--- src/apm_pkg.sv ---
`timescale 1ns / 1ps
// ----------------------------------------------------------------------------
// apm_pkg
// Shared types and constants of the attitude PID leg height mixer.
// ----------------------------------------------------------------------------
package apm_pkg;

   // field widths
   localparam int ANGLE_W  = 16;
   localparam int ERR_W    = ANGLE_W + 1;
   localparam int DERR_W   = ERR_W + 1;
   localparam int GAIN_W   = 16;
   localparam int HEIGHT_W = 16;
   localparam int CORR_W   = 7;
   localparam int LEG_NUM  = 4;

   // fixed point formats and limits
   localparam int GAIN_FRAC   = 12;
   localparam int HEIGHT_FRAC = 8;
   localparam int INTEG_LIMIT = 20;
   localparam int OUT_LIMIT   = 45;

   // register reset values
   localparam logic                       ENABLE_RESET = 1'b1;
   localparam logic [GAIN_W-1:0]          GAIN_P_RESET = 16'd2048;
   localparam logic [GAIN_W-1:0]          GAIN_I_RESET = 16'd8;
   localparam logic [GAIN_W-1:0]          GAIN_D_RESET = 16'd4096;
   localparam logic signed [HEIGHT_W-1:0] HMAX_RESET   = 16'sd6400;
   localparam logic signed [HEIGHT_W-1:0] HMIN_RESET   = 16'sd3072;
   localparam logic signed [HEIGHT_W-1:0] HEIGHT_RESET = 16'sd4608;

   // mixing signs per leg, bit set means the correction is added
   localparam logic [LEG_NUM-1:0] LEG_P_PLUS = 4'b0101;
   localparam logic [LEG_NUM-1:0] LEG_R_PLUS = 4'b1100;

   // register indexes
   typedef enum logic [2:0] {
      CSR_ENABLE     = 3'd0,
      CSR_GAIN_P     = 3'd1,
      CSR_GAIN_I     = 3'd2,
      CSR_GAIN_D     = 3'd3,
      CSR_HEIGHT_MAX = 3'd4,
      CSR_HEIGHT_MIN = 3'd5
   } csr_index_type;

   // pipeline control from the top level to the lanes and the mixer
   typedef struct packed {
      logic accept;     // request taken into stage one
      logic s2_load;    // product registers advance
      logic s3_load;    // correction registers advance
      logic s4_update;  // a valid correction pair enters the mixer
   } pipe_ctrl_type;

endpackage

--- src/apm_pid_lane.sv ---
`timescale 1ns / 1ps
// ----------------------------------------------------------------------------
// apm_pid_lane
// One positional PID channel: error, clamped integral, difference, three
// registered products, then negated sum truncated and limited to a whole correction.
// ----------------------------------------------------------------------------
module apm_pid_lane #(
   parameter int FRAC_BITS = 8
) (
   input  logic                                clock,
   input  logic                                reset,
   input  apm_pkg::pipe_ctrl_type              ctrl,
   input  logic                                enable,
   input  logic [apm_pkg::GAIN_W-1:0]          gain_p,
   input  logic [apm_pkg::GAIN_W-1:0]          gain_i,
   input  logic [apm_pkg::GAIN_W-1:0]          gain_d,
   input  logic signed [apm_pkg::ANGLE_W-1:0]  meas,
   input  logic signed [apm_pkg::ANGLE_W-1:0]  target,
   output logic signed [apm_pkg::CORR_W-1:0]   correction
);
   import apm_pkg::*;

   localparam int INTEG_W = FRAC_BITS + 6;
   localparam int ISUM_W  = ((INTEG_W > ERR_W) ? INTEG_W : ERR_W) + 1;
   localparam int OP_W    = (INTEG_W > DERR_W) ? INTEG_W : DERR_W;
   localparam int PROD_W  = OP_W + GAIN_W + 1;
   localparam int ACC_W   = PROD_W + 2;
   localparam int SHIFT   = FRAC_BITS + GAIN_FRAC;
   localparam logic signed [ISUM_W-1:0] LIM_POS = ISUM_W'(INTEG_LIMIT * (1 << FRAC_BITS));
   localparam logic signed [ISUM_W-1:0] LIM_NEG = -LIM_POS;

   logic signed [INTEG_W-1:0] integ_ff, integ_in;
   logic signed [ERR_W-1:0]   last_ff;
   logic signed [ERR_W-1:0]   err;
   logic signed [ISUM_W-1:0]  integ_sum;
   logic signed [DERR_W-1:0]  derr;

   logic signed [ERR_W-1:0]   err_s1_ff;
   logic signed [INTEG_W-1:0] integ_s1_ff;
   logic signed [DERR_W-1:0]  derr_s1_ff;

   logic signed [GAIN_W:0]    kp, ki, kd;
   logic signed [OP_W-1:0]    err_x, integ_x, derr_x;
   logic signed [PROD_W-1:0]  prod_p_ff, prod_i_ff, prod_d_ff;

   logic signed [ACC_W-1:0]   acc, neg;
   logic [ACC_W-1:0]          mag, quot;
   logic [CORR_W-2:0]         qsat;
   logic signed [CORR_W-1:0]  corr_in, corr_ff;

   // error, integral with clamp, difference from the last error
   always_comb begin
      err       = ERR_W'(target) - ERR_W'(meas);
      integ_sum = ISUM_W'(integ_ff) + ISUM_W'(err);
      if (integ_sum > LIM_POS) begin
         integ_in = INTEG_W'(LIM_POS);
      end else if (integ_sum < LIM_NEG) begin
         integ_in = INTEG_W'(LIM_NEG);
      end else begin
         integ_in = INTEG_W'(integ_sum);
      end
      derr = DERR_W'(err) - DERR_W'(last_ff);
   end

   // channel state, changes only for an accepted request while enabled
   always_ff @(posedge clock) begin
      if (reset) begin
         integ_ff <= '0;
         last_ff  <= '0;
      end else if (ctrl.accept && enable) begin
         integ_ff <= integ_in;
         last_ff  <= err;
      end
   end

   // stage one registers
   always_ff @(posedge clock) begin
      if (ctrl.accept) begin
         err_s1_ff   <= err;
         integ_s1_ff <= integ_in;
         derr_s1_ff  <= derr;
      end
   end

   // stage two: gain products
   assign kp      = $signed({1'b0, gain_p});
   assign ki      = $signed({1'b0, gain_i});
   assign kd      = $signed({1'b0, gain_d});
   assign err_x   = OP_W'(err_s1_ff);
   assign integ_x = OP_W'(integ_s1_ff);
   assign derr_x  = OP_W'(derr_s1_ff);

   always_ff @(posedge clock) begin
      if (ctrl.s2_load) begin
         prod_p_ff <= PROD_W'(kp) * PROD_W'(err_x);
         prod_i_ff <= PROD_W'(ki) * PROD_W'(integ_x);
         prod_d_ff <= PROD_W'(kd) * PROD_W'(derr_x);
      end
   end

   // stage three: negated sum, magnitude truncated and limited
   always_comb begin
      acc  = ACC_W'(prod_p_ff) + ACC_W'(prod_i_ff) + ACC_W'(prod_d_ff);
      neg  = -acc;
      mag  = neg[ACC_W-1] ? ACC_W'(-neg) : ACC_W'(neg);
      quot = mag >> SHIFT;
      qsat = (quot > ACC_W'(OUT_LIMIT)) ? (CORR_W-1)'(OUT_LIMIT) : quot[CORR_W-2:0];
      corr_in = neg[ACC_W-1] ? -$signed({1'b0, qsat}) : $signed({1'b0, qsat});
   end

   always_ff @(posedge clock) begin
      if (ctrl.s3_load) begin
         corr_ff <= corr_in;
      end
   end

   assign correction = corr_ff;

endmodule

--- config.mk ---
export PLATFORM = sky130hd
export DESIGN_NAME = apm_pid_lane
export DESIGN_NICKNAME = d
export VERILOG_FILES = /design/src/apm_pkg.sv /design/src/apm_pid_lane.sv
export SDC_FILE = /design/constraint.sdc
export NUM_CORES = 2
export LEC_CHECK = 0
export BUFFER_PORTS_ARGS = -buffer_cell sky130_fd_sc_hd__buf_2
export CAP_MARGIN = 10
export CORE_MARGIN = 1.5
export CORE_UTILIZATION = 55
export DETAILED_ROUTE_END_ITERATION = 7
export PLACE_DENSITY_LB_ADDON = 0.15
export SYNTH_ARGS = -nofsm -noshare
export SYNTH_HDL_FRONTEND = slang
export SYNTH_SLANG_ARGS = --single-unit
--- constraint.sdc ---
create_clock -name clock -period 11 [get_ports clock]
set_input_delay 1.1 -clock clock [delete_from_list [all_inputs] [get_ports clock]]
set_output_delay 1.1 -clock clock [all_outputs]
set_load 0.005 [all_outputs]
==> metrics.yaml <==
vias_per_cell: 5.40
async_flop_share_pct: 0
synth_cell_types: 96
final.setup_skew_ps: 18.4
r2r_start: "prod_p_ff[1]"
drt_pass1_iterations: 5
synth.largest_area_cell: "fa_1"
top_usage_layer: "met2"
top_level_ports: 94
met1_usage_pct: 34.2
maxCapViolCount: 0
ys.flop_type: "edfxtp_1"
r2r_slack_ps: 3100
crit_start: "prod_p_ff[1]"
core_area_um2: 71500
cts_buffers: 17
grtUsageMet3_pct: 3.09
ys_seq_area_share_pct: 13.4
clk_pin_slew_ps: 80
ff2ff_path_depth: 26
nNetsFinal: 5481
cts_sinks: 187
clk_path_buf_depth: 2
post_cts_buffers: 0
rsz0062_at_grt: "no"
diodes: 0
holdCritPathClass: "register to register"
hpwl_um: 74200
areaGrowthSynthToFinish_pct: 4.60
cts_resized: 0
crit_path_max_incr_delay_ps: 620
h-tree-depth: 4
met2_usage_pct: 44.1
critPathCaptureType: "register"
netlist_area_um2: 39700
initial_core_util_pct: 55.5
antenna_found_initial: 1
ys_seq_elements: 187
outcome: "completed"
layout-drive-gt1-share_pct: 4.41
tightest_slew_ps: 1170
yosysWarnings: 0
grt_pass1_wl_um: 151000
clockRootBuffer: "clkbuf_16"
die_y_um: 272
grt_usage_pct: 25.7
required_ps: 11230
postSynthCellCount: 4279
fin_tns_setup_ps: 0
grt_max_degree: 69
period_minus_slack_ps: 7900
relSlewSlack_pct: 21.6
synth_edf_count: 156
critPathBufInv: 3
crit_path_start_kind: "register"
finalMaxSlewViolations: 0
placement_rows: 98
regToRegEndpoint: "correction[4]"
grt-ovfl-total: 0
hold_buffers: 0
wire_per_inst_um: 17.1
cpMaxStageDelayCell: "or4_4"
cts_tree: "yes"
syn-num-nets: 5489
drtIter0Drc: 1365
die_w_um: 272
via_count: 28300
final_antenna_net_count: 0
remaining_drc_errors: 0
path_class: "register to register"
cp.depth: 26
path_delay_family: "simple AND/OR/NAND/NOR gates"
grt_pass1_vias: 29800
clock_latency_ps: 480
die_area_um2: 73800
io_buffers: 92
maxClockFrequency_mhz: 127
cp.arrival_ps: 8130
yosys-top-cells-area: "fa_1 36%, ha_1 13%, edfxtp_1 12%"
hold_viol: 0
period_share_pct: 71.8
drt-total-wl_um: 89700
synth_top_area_share_pct: 35.7
gp_congestion: 0.908
hold_ws_ps: 460
finalSetupViolCount: 0
avgSynthCellArea_um2: 9.27
cp-endpoint: "correction[4]"
crit_fanout: 8
[stage by stage]
step                utilization [%]  setup WS [ps]  instances  cell area [µm²]
floorplan                         -           3260       4279            39700
global placement               57.2           2800       5202            40900
detailed placement             57.2           2700       5202            40900
CTS                            58.1           3080       5234            41500
global route                   58.1           2570       5234            41500
finish                         58.1           3100       5234            41500
[registers in the layout (all words and copies together), names as in the netlist]
register     count
correction       7
integ_s1_ff     14
integ_ff        14
last_ff         17
prod_i_ff       31
prod_p_ff       34
derr_s1_ff      18
err_s1_ff       17
prod_d_ff       35
[tightest hold or removal path, stage by stage, from the launching register on]
cell	delay, ps
dfxtp_1	320
nand2_1	50
a21oi_1	50
[worst min-delay path by stage]
stage | from | end | slack [ps] | cells past startpoint
floorplan | last_ff[10] | last_ff[10] | 440 | 2
detailed placement | last_ff[5] | last_ff[5] | 450 | 2
global placement | last_ff[10] | last_ff[10] | 450 | 2
finish | last_ff[13] | last_ff[13] | 460 | 2
global route | last_ff[5] | last_ff[5] | 490 | 2
CTS | last_ff[12] | last_ff[12] | 460 | 2
[Yosys cell counts (4+ instances only)]
master     number
a211oi_1       26
xnor2_1       117
nor4_1          6
a41oi_1        10
a31oi_1        20
o31ai_1        17
inv_1         860
and2_1        333
nor2b_1        23
and3_1         25
or2_2          16
ha_1          416
o22ai_1         5
fa_1          707
or3_1          24
xor2_1         42
nor3b_1         7
a21boi_0       22
o21a_1         21
nand2b_1       49
o31a_1          4
nand4_1        14
nor3_1         47
clkbuf_1      127
nand2_1       557
nand3_1        43
nor2_1        144
a211o_1         7
nor3_2          4
mux2i_1         8
o21ai_1         6
a2111oi_0       7
o21ai_0        89
o211ai_1        9
a21o_1         36
edfxtp_1      156
or4_1           4
a311oi_1        5
o21bai_1       16
dfxtp_1        31
a21oi_1       138
[placed cells by master (no fill, tap or decap), drive strengths merged, types with 18 or more instances in the layout]
master    n
inv     865
fa      707
nand2   557
ha      416
and2    334
edfxtp  156
nor2    144
a21oi   138
xnor2   119
buf     105
o21ai    98
nor3     52
nand2b   49
nand3    43
xor2     43
a21o     36
dfxtp    31
a211oi   29
and3     26
or3      25
nor2b    23
clkbuf   23
a21boi   22
o21a     21
a31oi    20
o31ai    18
or2      18
[cell type report]
| cell class | count | area (µm²) |
|---|---|---|
| clock buffer | 23 | 505 |
| clock inverter | 9 | 78.8 |
| fill | 6383 | 30000 |
| inverter | 861 | 3230 |
| multi-input combinational | 3099 | 30600 |
| sequential | 187 | 5310 |
| tap | 950 | 1190 |
| timing repair buffer | 105 | 561 |
[per-layer routing]
layer / wire length (µm) / vias up
met1: 39600 / 14200
met2: 44100 / 576
li1: - / 13400
met3: 3740 / 101
met4: 2310 / 0
met5: 0 / -
[kinds of logic (layout without fill, tap and decap cells)]
kind of cell / Yosys count / after routing / synth area share [%]
flip-flops: 187 / 187 / 13.4
multiplexers: 9 / 9 / 0.230
AND/OR/NAND/NOR: 1321 / 1321 / 16.5
AO/OA/AOI/OAI: 484 / 484 / 8.07
buffers and inverters: 993 / 998 / 9.42
XOR/XNOR: 162 / 162 / 3.63
adder cells (fa/ha/maj): 1123 / 1123 / 48.8
Power is not shown: default switching activity piles up to over one toggle a cycle in this logic, so the estimate is an artifact.
