## src/apm_pkg.sv

```systemverilog
`timescale 1ns / 1ps
// ----------------------------------------------------------------------------
// apm_pkg
// Shared types and constants of the attitude PID leg height mixer.
// ----------------------------------------------------------------------------
package apm_pkg;

   // field widths
   localparam int ANGLE_W  = 16;
   localparam int ERR_W    = ANGLE_W + 1;
   localparam int DERR_W   = ERR_W + 1;
   localparam int GAIN_W   = 16;
   localparam int HEIGHT_W = 16;
   localparam int CORR_W   = 7;
   localparam int LEG_NUM  = 4;

   // fixed point formats and limits
   localparam int GAIN_FRAC   = 12;
   localparam int HEIGHT_FRAC = 8;
   localparam int INTEG_LIMIT = 20;
   localparam int OUT_LIMIT   = 45;

   // register reset values
   localparam logic                       ENABLE_RESET = 1'b1;
   localparam logic [GAIN_W-1:0]          GAIN_P_RESET = 16'd2048;
   localparam logic [GAIN_W-1:0]          GAIN_I_RESET = 16'd8;
   localparam logic [GAIN_W-1:0]          GAIN_D_RESET = 16'd4096;
   localparam logic signed [HEIGHT_W-1:0] HMAX_RESET   = 16'sd6400;
   localparam logic signed [HEIGHT_W-1:0] HMIN_RESET   = 16'sd3072;
   localparam logic signed [HEIGHT_W-1:0] HEIGHT_RESET = 16'sd4608;

   // mixing signs per leg, bit set means the correction is added
   localparam logic [LEG_NUM-1:0] LEG_P_PLUS = 4'b0101;
   localparam logic [LEG_NUM-1:0] LEG_R_PLUS = 4'b1100;

   // register indexes
   typedef enum logic [2:0] {
      CSR_ENABLE     = 3'd0,
      CSR_GAIN_P     = 3'd1,
      CSR_GAIN_I     = 3'd2,
      CSR_GAIN_D     = 3'd3,
      CSR_HEIGHT_MAX = 3'd4,
      CSR_HEIGHT_MIN = 3'd5
   } csr_index_type;

   // pipeline control from the top level to the lanes and the mixer
   typedef struct packed {
      logic accept;     // request taken into stage one
      logic s2_load;    // product registers advance
      logic s3_load;    // correction registers advance
      logic s4_update;  // a valid correction pair enters the mixer
   } pipe_ctrl_type;

endpackage

```

## src/apm_leg_mixer.sv

```systemverilog
`timescale 1ns / 1ps
// ----------------------------------------------------------------------------
// apm_leg_mixer
// Merges the pitch and roll corrections into the four stored leg heights while
// enabled, clamps each height and holds the result fields.
// ----------------------------------------------------------------------------
module apm_leg_mixer (
   input  logic                                 clock,
   input  logic                                 reset,
   input  apm_pkg::pipe_ctrl_type               ctrl,
   input  logic                                 enable,
   input  logic signed [apm_pkg::HEIGHT_W-1:0]  height_max,
   input  logic signed [apm_pkg::HEIGHT_W-1:0]  height_min,
   input  logic signed [apm_pkg::CORR_W-1:0]    pitch_in,
   input  logic signed [apm_pkg::CORR_W-1:0]    roll_in,
   output logic signed [apm_pkg::HEIGHT_W-1:0]  heights [apm_pkg::LEG_NUM],
   output logic signed [apm_pkg::CORR_W-1:0]    pitch_out,
   output logic signed [apm_pkg::CORR_W-1:0]    roll_out
);
   import apm_pkg::*;

   localparam int MIX_W = HEIGHT_W + 2;

   logic signed [HEIGHT_W-1:0] height_ff [LEG_NUM];
   logic signed [HEIGHT_W-1:0] height_in [LEG_NUM];
   logic signed [MIX_W-1:0]    ps, rs;
   logic signed [CORR_W-1:0]   pitch_ff, roll_ff;

   // corrections scaled to height units
   assign ps = MIX_W'(pitch_in) <<< HEIGHT_FRAC;
   assign rs = MIX_W'(roll_in) <<< HEIGHT_FRAC;

   // per leg mix and clamp, max first and min last
   for (genvar g = 0; g < LEG_NUM; g++) begin : g_leg
      logic signed [MIX_W-1:0] mix, hi_cut, lo_cut;
      always_comb begin
         mix = MIX_W'(height_ff[g])
             + (LEG_P_PLUS[g] ? ps : -ps)
             + (LEG_R_PLUS[g] ? rs : -rs);
         hi_cut = (mix >= MIX_W'(height_max)) ? MIX_W'(height_max) : mix;
         lo_cut = (hi_cut <= MIX_W'(height_min)) ? MIX_W'(height_min) : hi_cut;
         height_in[g] = HEIGHT_W'(lo_cut);
      end
   end

   // stored heights, the result reports them directly
   always_ff @(posedge clock) begin
      if (reset) begin
         for (int i = 0; i < LEG_NUM; i++) begin
            height_ff[i] <= HEIGHT_RESET;
         end
      end else if (ctrl.s4_update && enable) begin
         height_ff <= height_in;
      end
   end

   // reported corrections, zero while disabled
   always_ff @(posedge clock) begin
      if (ctrl.s4_update) begin
         pitch_ff <= enable ? pitch_in : '0;
         roll_ff  <= enable ? roll_in : '0;
      end
   end

   assign heights   = height_ff;
   assign pitch_out = pitch_ff;
   assign roll_out  = roll_ff;

endmodule

```

## config.mk

```make
export PLATFORM = sky130hd
export DESIGN_NAME = apm_leg_mixer
export DESIGN_NICKNAME = d
export VERILOG_FILES = /design/src/apm_pkg.sv /design/src/apm_leg_mixer.sv
export SDC_FILE = /design/constraint.sdc
export NUM_CORES = 1
export LEC_CHECK = 0
export ABC_AREA = 1
export BUFFER_PORTS_ARGS = -buffer_cell sky130_fd_sc_hd__buf_2
export CAP_MARGIN = 5
export CELL_PAD_IN_SITES_DETAIL_PLACEMENT = 1
export CELL_PAD_IN_SITES_GLOBAL_PLACEMENT = 1
export CORE_ASPECT_RATIO = 0.7
export CORE_MARGIN = 2
export CORE_UTILIZATION = 43
export DETAILED_ROUTE_END_ITERATION = 16
export PLACE_DENSITY = 0.91
export SETUP_SLACK_MARGIN = 0.1
export SYNTH_ARGS = -nofsm -noshare
export SYNTH_HDL_FRONTEND = slang
export SYNTH_SLANG_ARGS = --single-unit
```

## constraint.sdc

```tcl
create_clock -name clock -period 7.6 [get_ports clock]
set_input_delay 1.52 -clock clock [delete_from_list [all_inputs] [get_ports clock]]
set_output_delay 1.52 -clock clock [all_outputs]
set_load 0.1 [all_outputs]
```

==> flow_summary.ini, run 1 <==
[worst_setup_path]
worst_r2r_endpoint = heights[58]
capturing_element_type_of_the_critical_path = register
worstReg2RegStart = heights[57]
slowest_delay_ps = 480
worst_r2r_path_depth = 34
worstPathRequired_ps = 7800
critical-path-top-cell-by-count = nand2_1
crit_type = input pin to register
setup.worst_path.start = roll_in[0]
cpMaxStageDelayCell = fa_1
path_max_fanout = 7
reg2reg_slack_ps = 1640
timing.critical_path.from_type = input pin
arrival_ps = 7640

[sta]
maximum_achievable_frequency_ghz = 0.1345
worstMarginPinSlew_ps = 949.0
unrepaired_setup_endpoints_after_global_routing = yes
drv_slew = 0
period_needed_ps = 7434
timing.hold.ws_ps = 507.8
skew_ps = 11.99
finalSetupViolations = 0
finalWorstSetupSlack_ps = 166.4
finalHoldViolations = 0
timing.slew.headroom_pct = 36.74
final_min_period_over_clock_period_pct = 97.81

[die]
io_pins = 131
die_height_um = 135.8
design.die.area_sq_um = 26100
initial_core_util_pct = 43.52
fp-row-count = 48
placeableCoreArea_sq_um = 24500
die_w_um = 192.2

[yosys]
synth.top_cells.by_count = 454 x nand2_1, 211 x inv_1, 180 x ha_1, 165 x a21oi_1, 106 x nand3_1
synth.yosys.warnings = 0
yosys-top-cells-area = ha_1 21%, nand2_1 16%, dfxtp_1 12%
sequential_area_share_after_synthesis_pct = 15.96
yosys_register_bits = 78
syn-num-nets = 1843
asyncSetResetFlopFracSynth_pct = 0
synth.cell_area_sq_um = 10660
synth_top_area_share_pct = 21.12
ys_dominant_reg_cell = dfxtp_1
synth.distinct_cells = 42
cell_accounting_for_the_most_synthesized_area = ha_1
synth-edff-count = 14
syn_area_per_cell_sq_um = 6.788
synthCells = 1571
yosysMostFrequentCell = nand2_1

[grt]
maximum_number_of_pins_on_one_net_before_global_route_repair = 77
grt-ovfl-total = 0
grt_use_total_pct = 32.26
grt_pass1_vias = 12150
antenna_found_initial = 0
grt_first_pass_wirelength_um = 64650

[min_path]
whs_path_depth = 2
timing.hold.worst.start = heights[31]
holdPathEnd = heights[31]
min-delay-path-class = register to register

[final_layout]
antenna-diode-count = 0
area.growth.synth_to_final_pct = 16.37
finish.cell_count_without_fillers = 2046
drive_above_1_share_pct = 15.75
nNetsFinal = 1988

[place]
numPortBuffers = 127
routabilityCongestion = 0.9649
hpwl_um = 33110
dp.cells = 2017
placement.setup.worst_slack_ps = -270.7

[clock_tree]
tritoncts_num_sinks = 78
ctsRootBufferMaster = clkbuf_16
cts.clk_slew.worst_paths_ps = 70
insertion_delay_ps = 370
max-clock-path-buffers = 2
tritoncts = yes
cts_inserted_buffers = 9
cts-htree-levels = 3
number_of_hold_repair_buffers_added_at_the_cts_stage = 0

[run_status]
status = complete, no violations

[routing]
vias = 12000
routed_wire_length_per_instance_um = 21.25
drtAntennaViolNets = 0
drc = 0
drt_pre_antenna_iters = 5
drtIter0Drc = 922
routed_wl_um = 43480
via_to_cell_ratio = 5.863

[run]
maxCapViolations = 0
routing by layer:
metal / global-route usage, % / vias up / share of wire [%]
met1: 43.34 / 5842 / 43
met3: 5.983 / 101 / 8.7
li1: - / 5521 / -
met4: 9.542 / 0 / 2.8
met5: 0 / - / 0
met2: 52.64 / 532 / 46
layout make-up:
type	instances	area, sq um
multi-input combinational	1227	8112
clock buffer	10	229.0
inverter	218	820.8
sequential	78	1702
timing repair buffer	182	1095
tap	325	406.6
fill	3243	12090
clock inverter	6	45.04
what timing repair did:
item                                    in CTS  in global routing
resized for setup                            0                 57
endpoints found under the setup margin       1                 48
cloned                                       0                  3
setup buffers                                1                  9
pin swaps                                    1                 12
per-stage QoR:
| stage | setup TNS, ps | utilization, % | instance area (sq um) |
|---|---|---|---|
| global placement | 0 | 48.16 | 11800 |
| floorplan | 0 | - | 10660 |
| CTS | 0 | 49.31 | 12080 |
| finish | 0 | 50.64 | 12410 |
| detailed placement | -7386 | 48.16 | 11800 |
| global route | -672.5 | 50.64 | 12410 |
critical path: cells and delay by family:
family,cells,cell delay [ps]
adders and majority gates,5,1710
AOI/OAI and AO/OA,10,1750
buffers and inverters,5,510
xor gates and xnor gates,2,520
and+or+nand+nor,15,1630
state kept, by name, indices dropped and copies added (netlist names):
name and flops:
pitch_out 7, roll_out 7, heights 64
logic make-up after synthesis:
family / synth area share (%)
compound gates: 11.98
xor+xnor: 3.121
fa+ha+maj: 28.44
buf+inv: 10.01
flops: 15.96
simple gates: 30.49
cells in the final DEF (no fill, tap or decap), types with 18 or more instances in the layout:
cell     Yosys  final
ha_1       180    174
o21ai_0     27     25
nor2_1      51     40
xor2_1      21     18
buf_4        7     47
nand4_1     79     79
nand2_1    454    448
dfxtp_1     64     64
a21oi_1    165    158
fa_1        39     39
buf_2       13    128
nand3_1    106    106
inv_1      211    208
how the worst max path moves through the flow:
stage	end	slack (ps)	cells after the start
3_3_place_gp	heights[47]	70	39
4_1_cts	heights[63]	100	39
2_1_floorplan	heights[33]	760	41
5_1_grt	heights[46]	-90	41
6_report	heights[58]	170	37
3_5_place_dp	heights[63]	-270	39
Power of run 1 is left out: the tool's default activity adds up to more than one toggle a clock period on the data nets, which glitch-free logic cannot reach.
==> run 2, diff against run 1 <==
--- a/config.mk
+++ b/config.mk
@@ -15,6 +15,7 @@
 export CORE_UTILIZATION = 43
 export DETAILED_ROUTE_END_ITERATION = 16
 export PLACE_DENSITY = 0.91
+export RECOVER_POWER = 25
 export SETUP_SLACK_MARGIN = 0.1
 export SYNTH_ARGS = -nofsm -noshare
 export SYNTH_HDL_FRONTEND = slang
==> run 2 against run 1 <==
Effect of this change: global-route usage did not move; setup slack got worse by 19 ps; cell count did not move; register-to-register slack got worse by 20 ps; critical endpoint unchanged.
==> flow_summary.ini, run 2 (synthesis gave the netlist of run 1 again) <==
[run_status]
status = complete, no violations

[die]
design.die.area_sq_um = 26100
io_pins = 131
initial_core_util_pct = 43.52
fp-row-count = 48
placeableCoreArea_sq_um = 24500
die_height_um = 135.8
die_w_um = 192.2

[worst_setup_path]
capturing_element_type_of_the_critical_path = register
timing.critical_path.from_type = input pin
reg2reg_slack_ps = 1620
path_max_fanout = 7
critical-path-top-delay-family = compound AO/OA/AOI/OAI gates
cpMaxStageDelayCell = fa_1
crit_type = input pin to register
critical-path-top-cell-by-count = nand2_1
worstPathRequired_ps = 7800
cp.buffers_inverters = 5
slowest_delay_ps = 480
arrival_ps = 7650

[routing]
drc = 0
drt_pre_antenna_iters = 5
vias = 12010
routed_wire_length_per_instance_um = 21.26
routed_wl_um = 43490
drtIter0Drc = 993
drtAntennaViolNets = 0
via_to_cell_ratio = 5.868

[sta]
unrepaired_setup_endpoints_after_global_routing = yes
period_needed_ps = 7453
final_min_period_over_clock_period_pct = 98.06
maximum_achievable_frequency_ghz = 0.1342
finalWorstSetupSlack_ps = 147.3
timing.hold.ws_ps = 489.1
timing.slew.headroom_pct = 18.76
skew_ps = 11.24
finalHoldViolations = 0
drv_slew = 0
finalSetupViolations = 0
worstMarginPinSlew_ps = 1224

[final_layout]
final_cell_area_sq_um = 12390
nNetsFinal = 1988
antenna-diode-count = 0
final_common_cell = nand2_1
final_cell_mix = 448 x nand2_1, 208 x inv_1, 174 x ha_1
layout.core_utilization_pct = 50.56
largest_reg_flops = 64
drive_above_1_share_pct = 14.82
area.growth.synth_to_final_pct = 16.18

[place]
routabilityCongestion = 0.9649
numPortBuffers = 127
hpwl_um = 33110
dpl-instance-area_sq_um = 11800
placement.setup.worst_slack_ps = -270.7

[min_path]
min-delay-path-class = register to register

[clock_tree]
cts.clk_slew.worst_paths_ps = 70
tritoncts_num_sinks = 78
insertion_delay_ps = 370
cts-htree-levels = 3
ctsRootBufferMaster = clkbuf_16
max-clock-path-buffers = 2
tritoncts = yes
cts_inserted_buffers = 9
number_of_hold_repair_buffers_added_at_the_cts_stage = 0

[grt]
antenna_found_initial = 0
grt_pass1_vias = 12150
maximum_number_of_pins_on_one_net_before_global_route_repair = 77
grt_first_pass_wirelength_um = 64650
grt-ovfl-total = 0
grt_use_total_pct = 32.26

[run]
maxCapViolations = 0
## run 2: cell count changes in the layout (fill, tap and decap cells not counted)
| cell | previous run | this run |
|---|---|---|
| buf_2 | 128 | 112 |
| clkbuf_1 | 1 | 17 |
## run 2: worst register-to-register path: cells and delay by family, from the launching register on
| kind | cells | cell delay (ps) |
|---|---|---|
| and+or+nand+nor | 16 | 1980 |
| xor gates and xnor gates | 1 | 140 |
| adders and majority gates | 5 | 1860 |
| AOI/OAI and AO/OA | 5 | 720 |
| buffers and inverters | 7 | 750 |
| DFF | 1 | 360 |
## run 2: timing repair
action | CTS | global route
resized for setup | 0 | 57
buffers inserted | 1 | 9
gates cloned | 0 | 3
endpoints found under the setup margin | 1 | 48
pin swaps | 1 | 12
## run 2: area by class of cell
type	instances	area, sq um
fill	3255	12110
multi-input combinational	1227	8112
sequential	78	1702
timing repair buffer	182	1075
inverter	218	820.8
tap	325	406.6
clock buffer	10	229.0
clock inverter	6	45.04
## run 2: metrics by stage
step | cells | setup TNS, ps
after CTS | 2034 | 0
after floorplan | 1571 | 0
after global placement | 2017 | 0
final | 2046 | 0
after detailed placement | 2017 | -7386
after global routing | 2046 | -674.9
## run 2: routing by layer
layer | share of wire, % | routed length (um) | track usage (%) | vias up
met4 | 2.7 | 1159 | 9.542 | 0
met1 | 43 | 18660 | 43.34 | 5866
li1 | - | - | - | 5516
met5 | 0 | 0 | 0 | -
met3 | 8.5 | 3710 | 5.983 | 102
met2 | 46 | 19960 | 52.64 | 522
## run 2: path summary, 6_finish.rpt
kind,start,endpoint,depth (start not counted)
setup / recovery,roll_in[0],heights[58],37
hold / removal,heights[62],heights[62],2
setup reg to reg,heights[57],heights[58],34
hold reg to reg,heights[62],heights[62],2
Power of run 2 is left out for the same reason.
